$ cat src/hbrp_pkg.sv
package hbrp_pkg;

	// Default offset width and decoupling queue depth
	localparam int OFFSET_BITS_DEF = 48;
	localparam int QUEUE_DEPTH     = 4;

	// Fixed port field widths
	localparam int SIZE_BITS  = 48;
	localparam int COUNT_BITS = 16;

	// Header byte word
	typedef struct packed {
		logic [7:0]           header_byte;
		logic                 is_last;
		logic [SIZE_BITS-1:0] file_size;
	} hdr_word_t;

	// Result word
	typedef struct packed {
		logic                  is_final;
		logic [SIZE_BITS-1:0]  range_start;
		logic [SIZE_BITS-1:0]  range_end;
		logic [1:0]            status;
		logic [COUNT_BITS-1:0] range_count;
	} res_word_t;

	// Status codes
	localparam logic [1:0] STATUS_OK        = 2'd0;
	localparam logic [1:0] STATUS_NONE      = 2'd1;
	localparam logic [1:0] STATUS_MALFORMED = 2'd2;

	// Part parse phase
	typedef enum logic [1:0] {
		PH_SPACES,
		PH_FIRST,
		PH_SECOND,
		PH_SUFFIX
	} phase_t;

	// Control half of a queued job
	typedef struct packed {
		logic has_range;   // close a part: compute and clip a range
		logic suffix;      // part was -suffix form
		logic digit_seen;  // a number follows the dash
		logic is_final;    // emit closing status after the range
		logic malformed;   // header flagged malformed
	} job_ctl_t;

	// Characters
	localparam logic [7:0] CH_COMMA = 8'h2C;
	localparam logic [7:0] CH_DASH  = 8'h2D;
	localparam logic [7:0] CH_SPACE = 8'h20;
	localparam logic [7:0] CH_ZERO  = 8'h30;
	localparam logic [7:0] CH_NINE  = 8'h39;
	localparam logic [2:0] PREFIX_LEN = 3'd6;

	// Expected byte of the "bytes=" prefix at a position
	function automatic logic [7:0] prefix_char(input logic [2:0] pos);
		logic [7:0] c;
		case (pos)
			3'd0:    c = 8'h62; // b
			3'd1:    c = 8'h79; // y
			3'd2:    c = 8'h74; // t
			3'd3:    c = 8'h65; // e
			3'd4:    c = 8'h73; // s
			3'd5:    c = 8'h3D; // =
			default: c = 8'h00;
		endcase
		return c;
	endfunction

endpackage

$ cat src/http_byte_range_parser.sv
// Path: a range word is registered in the job queue, the bound stage and the output
// register after the byte that closes its part; the status word follows it.
// Throughput: one header byte per cycle; the back end emits one word a cycle while
// res_stall is low, and a byte stalls only while the 4-entry job queue is full.
// Reset: asynchronous, active low; clears parse state, queue and counter.
module http_byte_range_parser #(
	parameter int OFFSET_BITS = hbrp_pkg::OFFSET_BITS_DEF,
	parameter int QDEPTH      = hbrp_pkg::QUEUE_DEPTH
) (
	input  logic                clk,
	input  logic                arst_n,
	input  logic                hdr_valid,
	output logic                hdr_stall,
	input  hbrp_pkg::hdr_word_t hdr_data,
	output logic                res_valid,
	input  logic                res_stall,
	output hbrp_pkg::res_word_t res_data
);
	import hbrp_pkg::*;

	localparam int JW = $bits(job_ctl_t) + 3 * OFFSET_BITS;

	logic                   take;
	logic                   push;
	logic                   pop;
	logic                   q_full;
	logic                   q_valid;
	job_ctl_t               f_ctl;
	logic [OFFSET_BITS-1:0] f_first, f_acc, f_size;
	job_ctl_t               q_ctl;
	logic [OFFSET_BITS-1:0] q_first, q_acc, q_size;
	logic [JW-1:0]          q_wdata, q_rdata;

	assign hdr_stall = q_full;
	assign take      = hdr_valid && !q_full;
	assign q_wdata   = {f_ctl, f_first, f_acc, f_size};
	assign {q_ctl, q_first, q_acc, q_size} = q_rdata;

	hbrp_front #(.OB(OFFSET_BITS)) u_front (
		.clk       (clk),
		.arst_n    (arst_n),
		.take      (take),
		.hdr_data  (hdr_data),
		.push      (push),
		.job_ctl   (f_ctl),
		.job_first (f_first),
		.job_acc   (f_acc),
		.job_size  (f_size)
	);

	hbrp_queue #(.WIDTH(JW), .DEPTH(QDEPTH)) u_queue (
		.clk       (clk),
		.arst_n    (arst_n),
		.push      (push),
		.wdata     (q_wdata),
		.pop       (pop),
		.rdata     (q_rdata),
		.full      (q_full),
		.not_empty (q_valid)
	);

	hbrp_back #(.OB(OFFSET_BITS)) u_back (
		.clk       (clk),
		.arst_n    (arst_n),
		.q_valid   (q_valid),
		.q_ctl     (q_ctl),
		.q_first   (q_first),
		.q_acc     (q_acc),
		.q_size    (q_size),
		.pop       (pop),
		.res_valid (res_valid),
		.res_stall (res_stall),
		.res_data  (res_data)
	);

endmodule

$ cat src/hbrp_front.sv
module hbrp_front #(
	parameter int OB = 48
) (
	input  logic                 clk,
	input  logic                 arst_n,
	input  logic                 take,
	input  hbrp_pkg::hdr_word_t  hdr_data,
	output logic                 push,
	output hbrp_pkg::job_ctl_t   job_ctl,
	output logic [OB-1:0]        job_first,
	output logic [OB-1:0]        job_acc,
	output logic [OB-1:0]        job_size
);
	import hbrp_pkg::*;

	phase_t        phase_q;
	logic [2:0]    prefix_q;
	logic [OB-1:0] acc_q;
	logic [OB-1:0] first_q;
	logic          digit_q;
	logic          mal_q;
	logic [OB-1:0] size_q;

	phase_t        phase_d;
	logic [2:0]    prefix_d;
	logic [OB-1:0] acc_d;
	logic [OB-1:0] first_d;
	logic          digit_d;
	logic          mal_d;
	logic [OB-1:0] size_d;
	logic          ev_range;
	logic          ev_final;

	logic [OB+SIZE_BITS-1:0] size_wide;
	logic [OB+3:0]           prod;
	logic [7:0]              b;
	logic [3:0]              dval;

	assign size_wide = {{OB{1'b0}}, hdr_data.file_size};
	assign b         = hdr_data.header_byte;
	assign dval      = 4'(b - CH_ZERO);

	// Next parse state and job capture for one byte
	always_comb begin
		phase_d  = phase_q;
		prefix_d = prefix_q;
		acc_d    = acc_q;
		first_d  = first_q;
		digit_d  = digit_q;
		mal_d    = mal_q;
		size_d   = size_q;
		ev_range = 1'b0;
		ev_final = 1'b0;
		job_ctl  = '0;
		job_first = first_q;
		job_acc   = acc_q;
		prod      = '0;

		// latch size on the first byte of a header
		if (prefix_q == 3'd0 && !mal_q) begin
			size_d = size_wide[OB-1:0];
		end
		job_size = size_d;

		if (!mal_q) begin
			if (prefix_q < PREFIX_LEN) begin
				if (b == prefix_char(prefix_q)) begin
					prefix_d = prefix_q + 3'd1;
				end else begin
					mal_d = 1'b1;
				end
			end else if (b >= CH_ZERO && b <= CH_NINE) begin
				if (phase_q == PH_SPACES) begin
					phase_d = PH_FIRST;
					acc_d   = '0;
					digit_d = 1'b0;
				end
				prod = (OB+4)'({acc_d, 3'b000}) + (OB+4)'({acc_d, 1'b0}) + (OB+4)'(dval);
				if (prod[OB+3:OB] != 4'd0) begin
					mal_d = 1'b1;
				end else begin
					acc_d   = prod[OB-1:0];
					digit_d = 1'b1;
				end
			end else if (b == CH_SPACE) begin
				if (phase_q != PH_SPACES) mal_d = 1'b1;
			end else if (b == CH_DASH) begin
				if (phase_q == PH_SPACES || phase_q == PH_FIRST) begin
					first_d = acc_q;
					phase_d = (phase_q == PH_SPACES) ? PH_SUFFIX : PH_SECOND;
					acc_d   = '0;
					digit_d = 1'b0;
				end else begin
					mal_d = 1'b1;
				end
			end else if (b == CH_COMMA) begin
				// close the part
				if (phase_q == PH_SECOND || (phase_q == PH_SUFFIX && digit_q)) begin
					ev_range           = 1'b1;
					job_ctl.has_range  = 1'b1;
					job_ctl.suffix     = (phase_q == PH_SUFFIX);
					job_ctl.digit_seen = digit_q;
				end else begin
					mal_d = 1'b1;
				end
				phase_d = PH_SPACES;
				acc_d   = '0;
				digit_d = 1'b0;
			end else begin
				mal_d = 1'b1;
			end
		end

		if (hdr_data.is_last) begin
			// close the final part, then the header
			if (!mal_d) begin
				if (prefix_d < PREFIX_LEN) begin
					mal_d = 1'b1;
				end else if (phase_d == PH_SECOND || (phase_d == PH_SUFFIX && digit_d)) begin
					ev_range           = 1'b1;
					job_ctl.has_range  = 1'b1;
					job_ctl.suffix     = (phase_d == PH_SUFFIX);
					job_ctl.digit_seen = digit_d;
					job_first          = first_d;
					job_acc            = acc_d;
				end else begin
					mal_d = 1'b1;
				end
			end
			ev_final          = 1'b1;
			job_ctl.is_final  = 1'b1;
			job_ctl.malformed = mal_d;
			phase_d  = PH_SPACES;
			prefix_d = 3'd0;
			acc_d    = '0;
			first_d  = '0;
			digit_d  = 1'b0;
			mal_d    = 1'b0;
			size_d   = '0;
		end
	end

	assign push = take && (ev_range || ev_final);

	// Advance parse state on each accepted byte
	always_ff @(posedge clk or negedge arst_n) begin
		if (!arst_n) begin
			phase_q  <= PH_SPACES;
			prefix_q <= 3'd0;
			acc_q    <= '0;
			first_q  <= '0;
			digit_q  <= 1'b0;
			mal_q    <= 1'b0;
			size_q   <= '0;
		end else if (take) begin
			phase_q  <= phase_d;
			prefix_q <= prefix_d;
			acc_q    <= acc_d;
			first_q  <= first_d;
			digit_q  <= digit_d;
			mal_q    <= mal_d;
			size_q   <= size_d;
		end
	end

endmodule

$ cat src/hbrp_queue.sv
module hbrp_queue #(
	parameter int WIDTH = 8,
	parameter int DEPTH = 4
) (
	input  logic             clk,
	input  logic             arst_n,
	input  logic             push,
	input  logic [WIDTH-1:0] wdata,
	input  logic             pop,
	output logic [WIDTH-1:0] rdata,
	output logic             full,
	output logic             not_empty
);
	localparam int PW = (DEPTH > 1) ? $clog2(DEPTH) : 1;
	localparam int CW = $clog2(DEPTH + 1);

	logic [WIDTH-1:0] mem [DEPTH];
	logic [PW-1:0]    wr_ptr_q;
	logic [PW-1:0]    rd_ptr_q;
	logic [CW-1:0]    count_q;

	assign full      = (count_q == CW'(DEPTH));
	assign not_empty = (count_q != '0);
	assign rdata     = mem[rd_ptr_q];

	// Write the entry
	always_ff @(posedge clk) begin
		if (push) mem[wr_ptr_q] <= wdata;
	end

	// Advance pointers and fill count
	always_ff @(posedge clk or negedge arst_n) begin
		if (!arst_n) begin
			wr_ptr_q <= '0;
			rd_ptr_q <= '0;
			count_q  <= '0;
		end else begin
			if (push) wr_ptr_q <= (wr_ptr_q == PW'(DEPTH - 1)) ? '0 : wr_ptr_q + PW'(1);
			if (pop)  rd_ptr_q <= (rd_ptr_q == PW'(DEPTH - 1)) ? '0 : rd_ptr_q + PW'(1);
			if (push && !pop)      count_q <= count_q + CW'(1);
			else if (pop && !push) count_q <= count_q - CW'(1);
		end
	end

endmodule

$ cat src/hbrp_back.sv
module hbrp_back #(
	parameter int OB = 48
) (
	input  logic                 clk,
	input  logic                 arst_n,
	input  logic                 q_valid,
	input  hbrp_pkg::job_ctl_t   q_ctl,
	input  logic [OB-1:0]        q_first,
	input  logic [OB-1:0]        q_acc,
	input  logic [OB-1:0]        q_size,
	output logic                 pop,
	output logic                 res_valid,
	input  logic                 res_stall,
	output hbrp_pkg::res_word_t  res_data
);
	import hbrp_pkg::*;

	// Stage 1: clipped bounds
	logic          valid_s1;
	job_ctl_t      ctl_s1;
	logic [OB-1:0] lo_s1;
	logic [OB:0]   hi_s1;
	logic          range_done_q;

	logic [OB-1:0] lo_d;
	logic [OB:0]   hi_d;
	logic [OB:0]   hi_raw;
	logic [OB:0]   size_x;

	logic [COUNT_BITS-1:0] count_q;
	logic [COUNT_BITS-1:0] count_inc;
	logic                  out_valid_q;
	res_word_t             out_q;

	logic emit_r, emit_f, load, s1_done, s1_ready;
	logic [OB+SIZE_BITS-1:0] lo_w;
	logic [OB+SIZE_BITS:0]   hi_w;

	// Compute range bounds from the queue head
	always_comb begin
		size_x = {1'b0, q_size};
		hi_raw = q_ctl.digit_seen ? ({1'b0, q_acc} + (OB+1)'(1)) : size_x;
		if (q_ctl.suffix) begin
			lo_d = (q_acc > q_size) ? '0 : q_size - q_acc;
			hi_d = size_x;
		end else begin
			lo_d = q_first;
			hi_d = (hi_raw > size_x) ? size_x : hi_raw;
		end
	end

	// Sequence range and status words into the output register
	assign emit_r   = valid_s1 && ctl_s1.has_range && ({1'b0, lo_s1} < hi_s1) && !range_done_q;
	assign emit_f   = valid_s1 && ctl_s1.is_final && !emit_r;
	assign load     = (!out_valid_q || !res_stall) && (emit_r || emit_f);
	assign s1_done  = valid_s1 && ((!emit_r && !emit_f) || (load && !(emit_r && ctl_s1.is_final)));
	assign s1_ready = !valid_s1 || s1_done;
	assign pop      = q_valid && s1_ready;

	assign count_inc = (count_q != {COUNT_BITS{1'b1}}) ? count_q + COUNT_BITS'(1) : count_q;
	assign lo_w      = {{SIZE_BITS{1'b0}}, lo_s1};
	assign hi_w      = {{SIZE_BITS{1'b0}}, hi_s1};

	// Hold stage 1 until its words are out
	always_ff @(posedge clk or negedge arst_n) begin
		if (!arst_n) begin
			valid_s1     <= 1'b0;
			range_done_q <= 1'b0;
		end else begin
			if (s1_ready) valid_s1 <= q_valid;
			if (s1_done) range_done_q <= 1'b0;
			else if (load && emit_r) range_done_q <= 1'b1;
		end
	end

	always_ff @(posedge clk) begin
		if (pop) begin
			ctl_s1 <= q_ctl;
			lo_s1  <= lo_d;
			hi_s1  <= hi_d;
		end
	end

	// Output register and range counter
	always_ff @(posedge clk or negedge arst_n) begin
		if (!arst_n) begin
			out_valid_q <= 1'b0;
			count_q     <= '0;
		end else begin
			if (load) out_valid_q <= 1'b1;
			else if (!res_stall) out_valid_q <= 1'b0;
			if (load && emit_r) count_q <= count_inc;
			else if (load && emit_f) count_q <= '0;
		end
	end

	always_ff @(posedge clk) begin
		if (load) begin
			if (emit_r) begin
				out_q.is_final    <= 1'b0;
				out_q.range_start <= lo_w[SIZE_BITS-1:0];
				out_q.range_end   <= hi_w[SIZE_BITS-1:0];
				out_q.status      <= STATUS_OK;
				out_q.range_count <= count_inc;
			end else begin
				out_q.is_final    <= 1'b1;
				out_q.range_start <= '0;
				out_q.range_end   <= '0;
				out_q.status      <= ctl_s1.malformed ? STATUS_MALFORMED :
				                     ((count_q != '0) ? STATUS_OK : STATUS_NONE);
				out_q.range_count <= count_q;
			end
		end
	end

	assign res_valid = out_valid_q;
	assign res_data  = out_q;

	// A range word is never empty
	a_range_nonempty: assert property (@(posedge clk) disable iff (!arst_n)
		(load && emit_r) |=> (out_q.range_start < out_q.range_end))
		else $error("empty range emitted");

	// A split job is always a closing one
	a_split_final: assert property (@(posedge clk) disable iff (!arst_n)
		range_done_q |-> (valid_s1 && ctl_s1.is_final))
		else $error("range done on a non-final job");

	// Counter clears after the status word
	a_count_clear: assert property (@(posedge clk) disable iff (!arst_n)
		(load && emit_f) |=> (count_q == '0))
		else $error("range count not cleared");

	// No word is overwritten while stalled
	a_no_overrun: assert property (@(posedge clk) disable iff (!arst_n)
		(out_valid_q && res_stall) |-> !load)
		else $error("output word overwritten");

endmodule
$ cat config.mk
export PLATFORM = sky130hd
export DESIGN_NAME = http_byte_range_parser
export DESIGN_NICKNAME = d
export VERILOG_FILES = /design/src/hbrp_pkg.sv /design/src/http_byte_range_parser.sv /design/src/hbrp_front.sv /design/src/hbrp_queue.sv /design/src/hbrp_back.sv
export SDC_FILE = /design/constraint.sdc
export NUM_CORES = 2
export LEC_CHECK = 0
export ABC_AREA = 1
export BUFFER_PORTS_ARGS = -buffer_cell sky130_fd_sc_hd__buf_2
export CELL_PAD_IN_SITES_DETAIL_PLACEMENT = 0
export CELL_PAD_IN_SITES_GLOBAL_PLACEMENT = 1
export CORE_AREA = 2 2 421 381
export CTS_BUF_LIST = sky130_fd_sc_hd__clkbuf_4 sky130_fd_sc_hd__clkbuf_8
export DETAILED_ROUTE_END_ITERATION = 10
export DIE_AREA = 0 0 423 383
export PLACE_DENSITY = 0.65
export SETUP_SLACK_MARGIN = 0.3
export SLEW_MARGIN = 40
export SYNTH_ARGS = -nofsm -noshare
export SYNTH_HDL_FRONTEND = slang
export SYNTH_SLANG_ARGS = --single-unit
$ cat constraint.sdc
create_clock -name clk -period 8.45 [get_ports clk]
set_input_delay 0.845 -clock clk [delete_from_list [all_inputs] [get_ports clk]]
set_output_delay 0.845 -clock clk [all_outputs]
set_load 0.005 [all_outputs]
Word-level counts from Yosys, hierarchy flattened
Memory sizes are Yosys's and may differ from the RTL's. Index checks and enable logic that the tools add are counted. Widths: inputs -> output; s select.

Add/subtract/negate cells: 11. $mul: 0. Divide/modulo/power cells: 0. Magnitude comparators: 7. Equality and inequality tests: 19. Shifts and indexed selects: 0. Mux-type cells: 116. Bitwise operators: 0. Reductions and logical operators: 51.

Operators by type and width (number): $mux 48 (34); $mux 115 (1); $add 51x49->52 (1); $add 52x4->52 (1); $add 48x1->49 const B (1); $gt 49x48->1 (1); $lt 48x49->1 (1); $mux 49 (1); $gt 48x48->1 (1); $mux 16 (3); $mux 3 (16); $sub 48x48->48 (1); $mux 1 (45); $pmux 7 s6 (1); $eq 8x6->1 const B (3); $mux 2 (12); $logic_and 1x1->1 (21); $add 16x1->16 const B (1); $mux 8 (2); $ne 16x16->1 const B (1); $reduce_bool 16->1 (1); $eq 2x2->1 const B (6); $logic_not 1->1 (11); $eq 3x3->1 const B (3); other kinds (20) (35).

Bits in registers: 392. Latch bits: 0. Memory bits (writable): 596. Bits in read-only memories: 0. Bits of input ports: 61. Output and inout bits: 117. Logic and storage cells: 231. Memories: 1.

Memory list: u_queue.mem (words 4, width 149, rd ports 1, clocked after Yosys merged registers in 0, wr ports 1, line hbrp_queue.sv:17) `logic [WIDTH-1:0] mem [DEPTH];`.

Depth between registers and ports, before layout
Word-level depth: 24. Depth in mapped cells: 40. Gate-level depth less buffers: 36.

Modules after synthesis
Synthesis repeated with hierarchy kept, for this count alone.

Cells, all modules: 6636. Area, all modules: 57730.4 um^2.

Modules (own cells, without submodules): hbrp_queue (times used 1, cells each 1792, area an instance 25162.9 um^2, seq. area each 18072.3 um^2); hbrp_back (times used 1, cells each 2371, area an instance 17585.6 um^2, seq. area each 6931.6 um^2); hbrp_front (times used 1, cells each 2471, area an instance 14971.9 um^2, seq. area each 3778.6 um^2); http_byte_range_parser (times used 1, cells each 2, area an instance 10.0 um^2, seq. area each 0.0 um^2).

Worst setup path before layout
Ideal clock, no wire load.

Kind: input to register. Start point: input port hdr_data[56] in the netlist's numbering. End point: memory u_queue.mem[0][0] in the netlist's numbering (enable). Library setup time: 0.660 ns. Data arrival time: 8.694 ns. Required time: 7.790 ns. Path slack: -0.904 ns. Stages on the path: 11. Buffers on the path: 0. Path through: or2_1 nor3_1 nand2_1 nor2_1 inv_1 or2_2 nor3_1 inv_1 a21oi_1 inv_1 nor2_1.

Cells in the longest elaborated chain, start to end: 18. Elaborated cells between the ends (all ways): 48. Classes of those cells: order compare (3); eq/ne (6); mux (34); reduce/logical (5).

RTL lines: start, declared (line http_byte_range_parser.sv:14) `input hbrp_pkg::hdr_word_t hdr_data,`; $eq 8x6->1 (line hbrp_front.sv:96) `end else if (b == CH_COMMA) begin`; $mux 2 (line hbrp_front.sv:96); $mux 2 (line hbrp_front.sv:87) `end else if (b == CH_DASH) begin`; $mux 2 (line hbrp_front.sv:85) `end else if (b == CH_SPACE) begin`; $mux 2 (line hbrp_front.sv:72) `end else if (b >= CH_ZERO && b <= CH_NINE) begin`; $mux 2 (line hbrp_front.sv:66) `if (prefix_q < PREFIX_LEN) begin`; $mux 2 (line hbrp_front.sv:65) `if (!mal_q) begin`; $eq 2x2->1 (line hbrp_front.sv:119) `end else if (phase_d == PH_SECOND || (phase_d == PH_SUFFIX && digit_d)) begin`; (+3 left out); $mux 1 (line hbrp_front.sv:117) `if (prefix_d < PREFIX_LEN) begin`; $mux 1 (line hbrp_front.sv:116) `if (!mal_d) begin`; $mux 1 * (line hbrp_front.sv:114) `if (hdr_data.is_last) begin`; $logic_or 1x1->1 * (line hbrp_front.sv:143) `assign push = take && (ev_range || ev_final);`; $logic_and 1x1->1 * (line hbrp_front.sv:143); net push (line http_byte_range_parser.sv:24) `logic push;`; $mux 1 * (line hbrp_queue.sv:28) `if (push) mem[wr_ptr_q] <= wdata;`; $mux 1 (implied by the code) * (line hbrp_queue.sv:28); end, declared (line hbrp_queue.sv:17).

The timed path passes the listed nets; every way through them passes the cells marked *.

Final worst setup path
Start point: register u_queue.rd_ptr_q[1]. End point: register u_back.hi_s1[33] (data pin).

Cells in the longest elaborated chain, start to end: 6.

RTL lines: start, declared (line hbrp_queue.sv:19) `logic [PW-1:0] rd_ptr_q;`; start signal, assigned (line hbrp_queue.sv:39) `if (pop) rd_ptr_q <= (rd_ptr_q == PW'(DEPTH - 1)) ? '0 : rd_ptr_q + PW'(1);`; $mem_v2 4x149 *; $add 48x1->49 (line hbrp_back.sv:42) `hi_raw = q_ctl.digit_seen ? ({1'b0, q_acc} + (OB+1)'(1)) : size_x;`; $mux 49 (line hbrp_back.sv:42); $gt 49x48->1 (line hbrp_back.sv:48) `hi_d = (hi_raw > size_x) ? size_x : hi_raw;`; $mux 48 (line hbrp_back.sv:48); $mux 48 * (line hbrp_back.sv:43) `if (q_ctl.suffix) begin`; net u_back.hi_d[33] (line hbrp_back.sv:26) `logic [OB:0] hi_d;`; end signal, assigned (line hbrp_back.sv:80) `hi_s1 <= hi_d;`; end, declared (line hbrp_back.sv:22) `logic [OB:0] hi_s1;`.

Marked as above. A chain may end at the register's enable or synchronous reset.

==> results.md <==
* Final Cycle Share at 0.777
* GRT Total Usage at 0.219
* Main combinational cell family by area after synthesis: simple AND/OR/NAND/NOR gates
* First-pass GRT wire length at 267 mm
* Critical path endpoint category: flop
* Input/output buffers at between 150 and 200
* Average size of a mapped cell at 8.98 sq um
* Worst-path clk slew at about 60 ps
* Initial antenna violation count at 19
* Initial core utilization at 0.337
* Total Nets Final at around 6500
* Core Rows at around 140
* Top FF cell, synth: edfxtp_1
* Commonest non-fill, non-tap cell in the layout: nand2_1
* Number of DRC markers in iteration 0 at roughly 3800
* Routed WL at ~180 mm
* Critical Path RT at 9070 ps
* Dpl ws at just under 2000 ps
* XOR/XNOR share of the synthesized area at 0.0166
* Die area at approximately 0.16 sq mm
* Chip Width at roughly 420 um
* Worst slew pin tran at 907 ps
* CP most frequent cell: nand2_1
* Grt ovf at 0
* Hold Fails Final Rpt at 0
* CP max FO at 56
* Mapped Area at 0.0534 sq mm
* Cells after DPL at 8103
* # fillers at 16100
* Mapped Nets at 6268
* Avg WL per Cell at 21.5 um
* Total power at 24.7 mW
* Share of layout cells above drive strength 1 at 0.109
* Sequential-to-total area share from yosys stat at 0.539
* Outcome: finished, final reports clean
* Area delta synth->final at 13.6%
* Synth cell types at 62
* Static Leak at around 26 nW
* Bufs on Longest Clock Path at 3
* CTS tree: yes
* Core ar. at 0.158 sq mm
* Largest net degree at the start of global routing at between 150 and 200
* GP Congestion at around 0.96
* Pwr/cell area at 407 mW/mm^2
* Compound-Gate Fraction of Synth Area at 0.115
* DRC at 0
* Synthesized instance count at between 5000 and 6000
* 1st-pass router iterations at 7
* Commonest non-fill, non-tap cells in the layout: 1762 x nand2_1, 811 x edfxtp_1, 537 x inv_1, 537 x nor2_1, 491 x o21ai_0
* Maxcap violations at 0
* Worst Hold Class: input port to flop
* Worst setup margin at 1880 ps
* Slowest cell on the critical path: dfrtp_4
* HPWL Detailed at between 100 and 150 mm
* Max Freq at 152 MHz
* Maximum vdd drop at 0.422 mV
* Crit path kind: flop to flop
* Ports at 178
* Synth warnings at 0
* Clk sinks at around 1000
* Synth Area in Simple Gates at 0.207
* CTS resizes at 0
* Vert. Die Dim at 383 um
* Clock Latency Late Sink at 910 ps
* Unrepaired setup endpoints after global routing: no
* Fin crit period at 6570 ps
* Vias in the first global route at approximately 40000
* Vias after detailed routing at about 43000
* CP max stage delay at slightly above 800 ps
* Post-synth ARST share at 0.179
* Post-synth EDFFs at 811
* Fin cells at 8417
* Final setup fails at 0
* Register Area at 0.0288 sq mm
* Number of buffers created by CTS at between 150 and 200
* Post-route ant nets at 0
* Adder-cell share of the synthesized area at 0.0611
* Crit path DAT at a little over 7000 ps
* Post-synthesis mux area share at 0.000211
* Root buf cell: clkbuf_8
* Startpoint Class: flop
* Clk_skew at 44.2 ps
* #FFs+latches synth at 988
* Area of the multi-input gates at 0.0215 sq mm
* Avg Vias per Cell at 5.06
* H-tree depth at 4
* Slew Limit Fails at 0
* Max-slew headroom at 0.389
-- metal layers --
metal  up-vias  track usage  share of wire
li1      20600            -              -
met1     20600        0.333           0.49
met2      1213        0.325           0.43
met3       185       0.0308          0.059
met4         0       0.0587          0.021
met5         -            0              0
-- Yosys cell counts, types with 7 or more instances --
master	number	area [sq um]
xnor2_1	50	438
buf_4	16	120
o22ai_1	76	475
buf_2	42	210
buf_6	16	180
nor4_1	12	75.1
nor2_1	543	2040
nand3_1	264	1320
o21ai_1	26	130
a21o_1	16	120
xor2_1	51	447
a22o_1	48	420
inv_1	540	2030
buf_1	22	82.6
o21ai_2	42	368
dfrtp_1	177	4430
inv_2	17	63.8
o21bai_1	24	180
a21oi_1	227	1140
nor3_1	52	260
a31oi_1	12	75.1
a32oi_1	52	455
nand4_1	56	350
edfxtp_1	811	24400
and2_1	8	50.1
clkbuf_1	147	552
o21ai_0	491	2460
nand2_2	7	43.8
nand2_1	1762	6610
ha_1	256	3200
-- worst max-delay path, delay by kind of cell, from the launching register on --
kind | cells | cell delay [ps]
simple gates | 23 | 2870
xor+xnor | 1 | 260
fa+ha+maj | 2 | 580
flops | 1 | 820
compound gates | 1 | 170
buf+inv | 7 | 1530
-- cells by family (layout without fill, tap and decap cells) --
kind of cell / count (synthesis) / count (layout)
buffers and inverters: 807 / 1157
AND/OR/NAND/NOR: 2741 / 2741
AO/OA/AOI/OAI: 1050 / 1050
multiplexers: 1 / 1
adder cells (fa/ha/maj): 259 / 259
XOR/XNOR: 101 / 101
flip-flops: 988 / 988
other: 1 / 5
-- registers in the layout, summed over array words and instances (netlist names), 16 cells and up --
| signal | flops |
|---|---|
| u_queue.mem | 596 |
| u_back.res_data | 115 |
| u_back.hi_s1 | 49 |
| u_back.lo_s1 | 48 |
| u_front.acc_q | 48 |
| u_front.first_q | 48 |
| u_front.size_q | 48 |
| u_back.count_q | 16 |
-- where the power goes --
part	switching (mW)	leakage, nW	internal, mW
combinational	9.24	13.5	3.57
clock	2.06	1.91	2.57
sequential	0.406	10.1	6.87
-- path summary, 6_finish.rpt --
path                                     start                   to  slack, ps  cells after the start
min in group asynchronous               arst_n   u_front.size_q[11]        440                      2
max in group asynchronous               arst_n  u_front.first_q[35]       6880                      3
setup reg to reg           u_queue.rd_ptr_q[1]     u_back.hi_s1[33]       1880                     34
hold reg to reg             u_back.count_q[14]   u_back.count_q[14]        490                      2
setup / recovery           u_queue.rd_ptr_q[1]     u_back.hi_s1[33]       1880                     34
hold / removal                       res_stall     u_back.res_valid        240                      3
-- through the flow --
stage / setup TNS [ps] / hold slack [ps] / utilization / area [sq um]
global route: 0 / 224 / 0.383 / 60700
detailed placement: 0 / 481 / 0.360 / 57000
CTS: 0 / 130 / 0.383 / 60600
global placement: 0 / 469 / 0.358 / 56600
finish: 0 / 240 / 0.383 / 60700
floorplan: -538850 / 453 / - / 53400
-- area by class of cell --
| type | instances | share of cell area |
|---|---|---|
| multi-input combinational | 4153 | 0.354 |
| tap | 2115 | 0.0436 |
| clock inverter | 65 | 0.0108 |
| timing repair buffer | 287 | 0.0324 |
| sequential | 988 | 0.474 |
| clock buffer | 242 | 0.0494 |
| antenna | 4 | 0.000165 |
| inverter | 563 | 0.0352 |
-- timing repair --
action                    4_1_cts  5_1_grt
hold buffers                    1        0
hold endpoints to repair       32        0
setup buffers                   0        0
No activity file was read; power rests on OpenSTA's default activity.
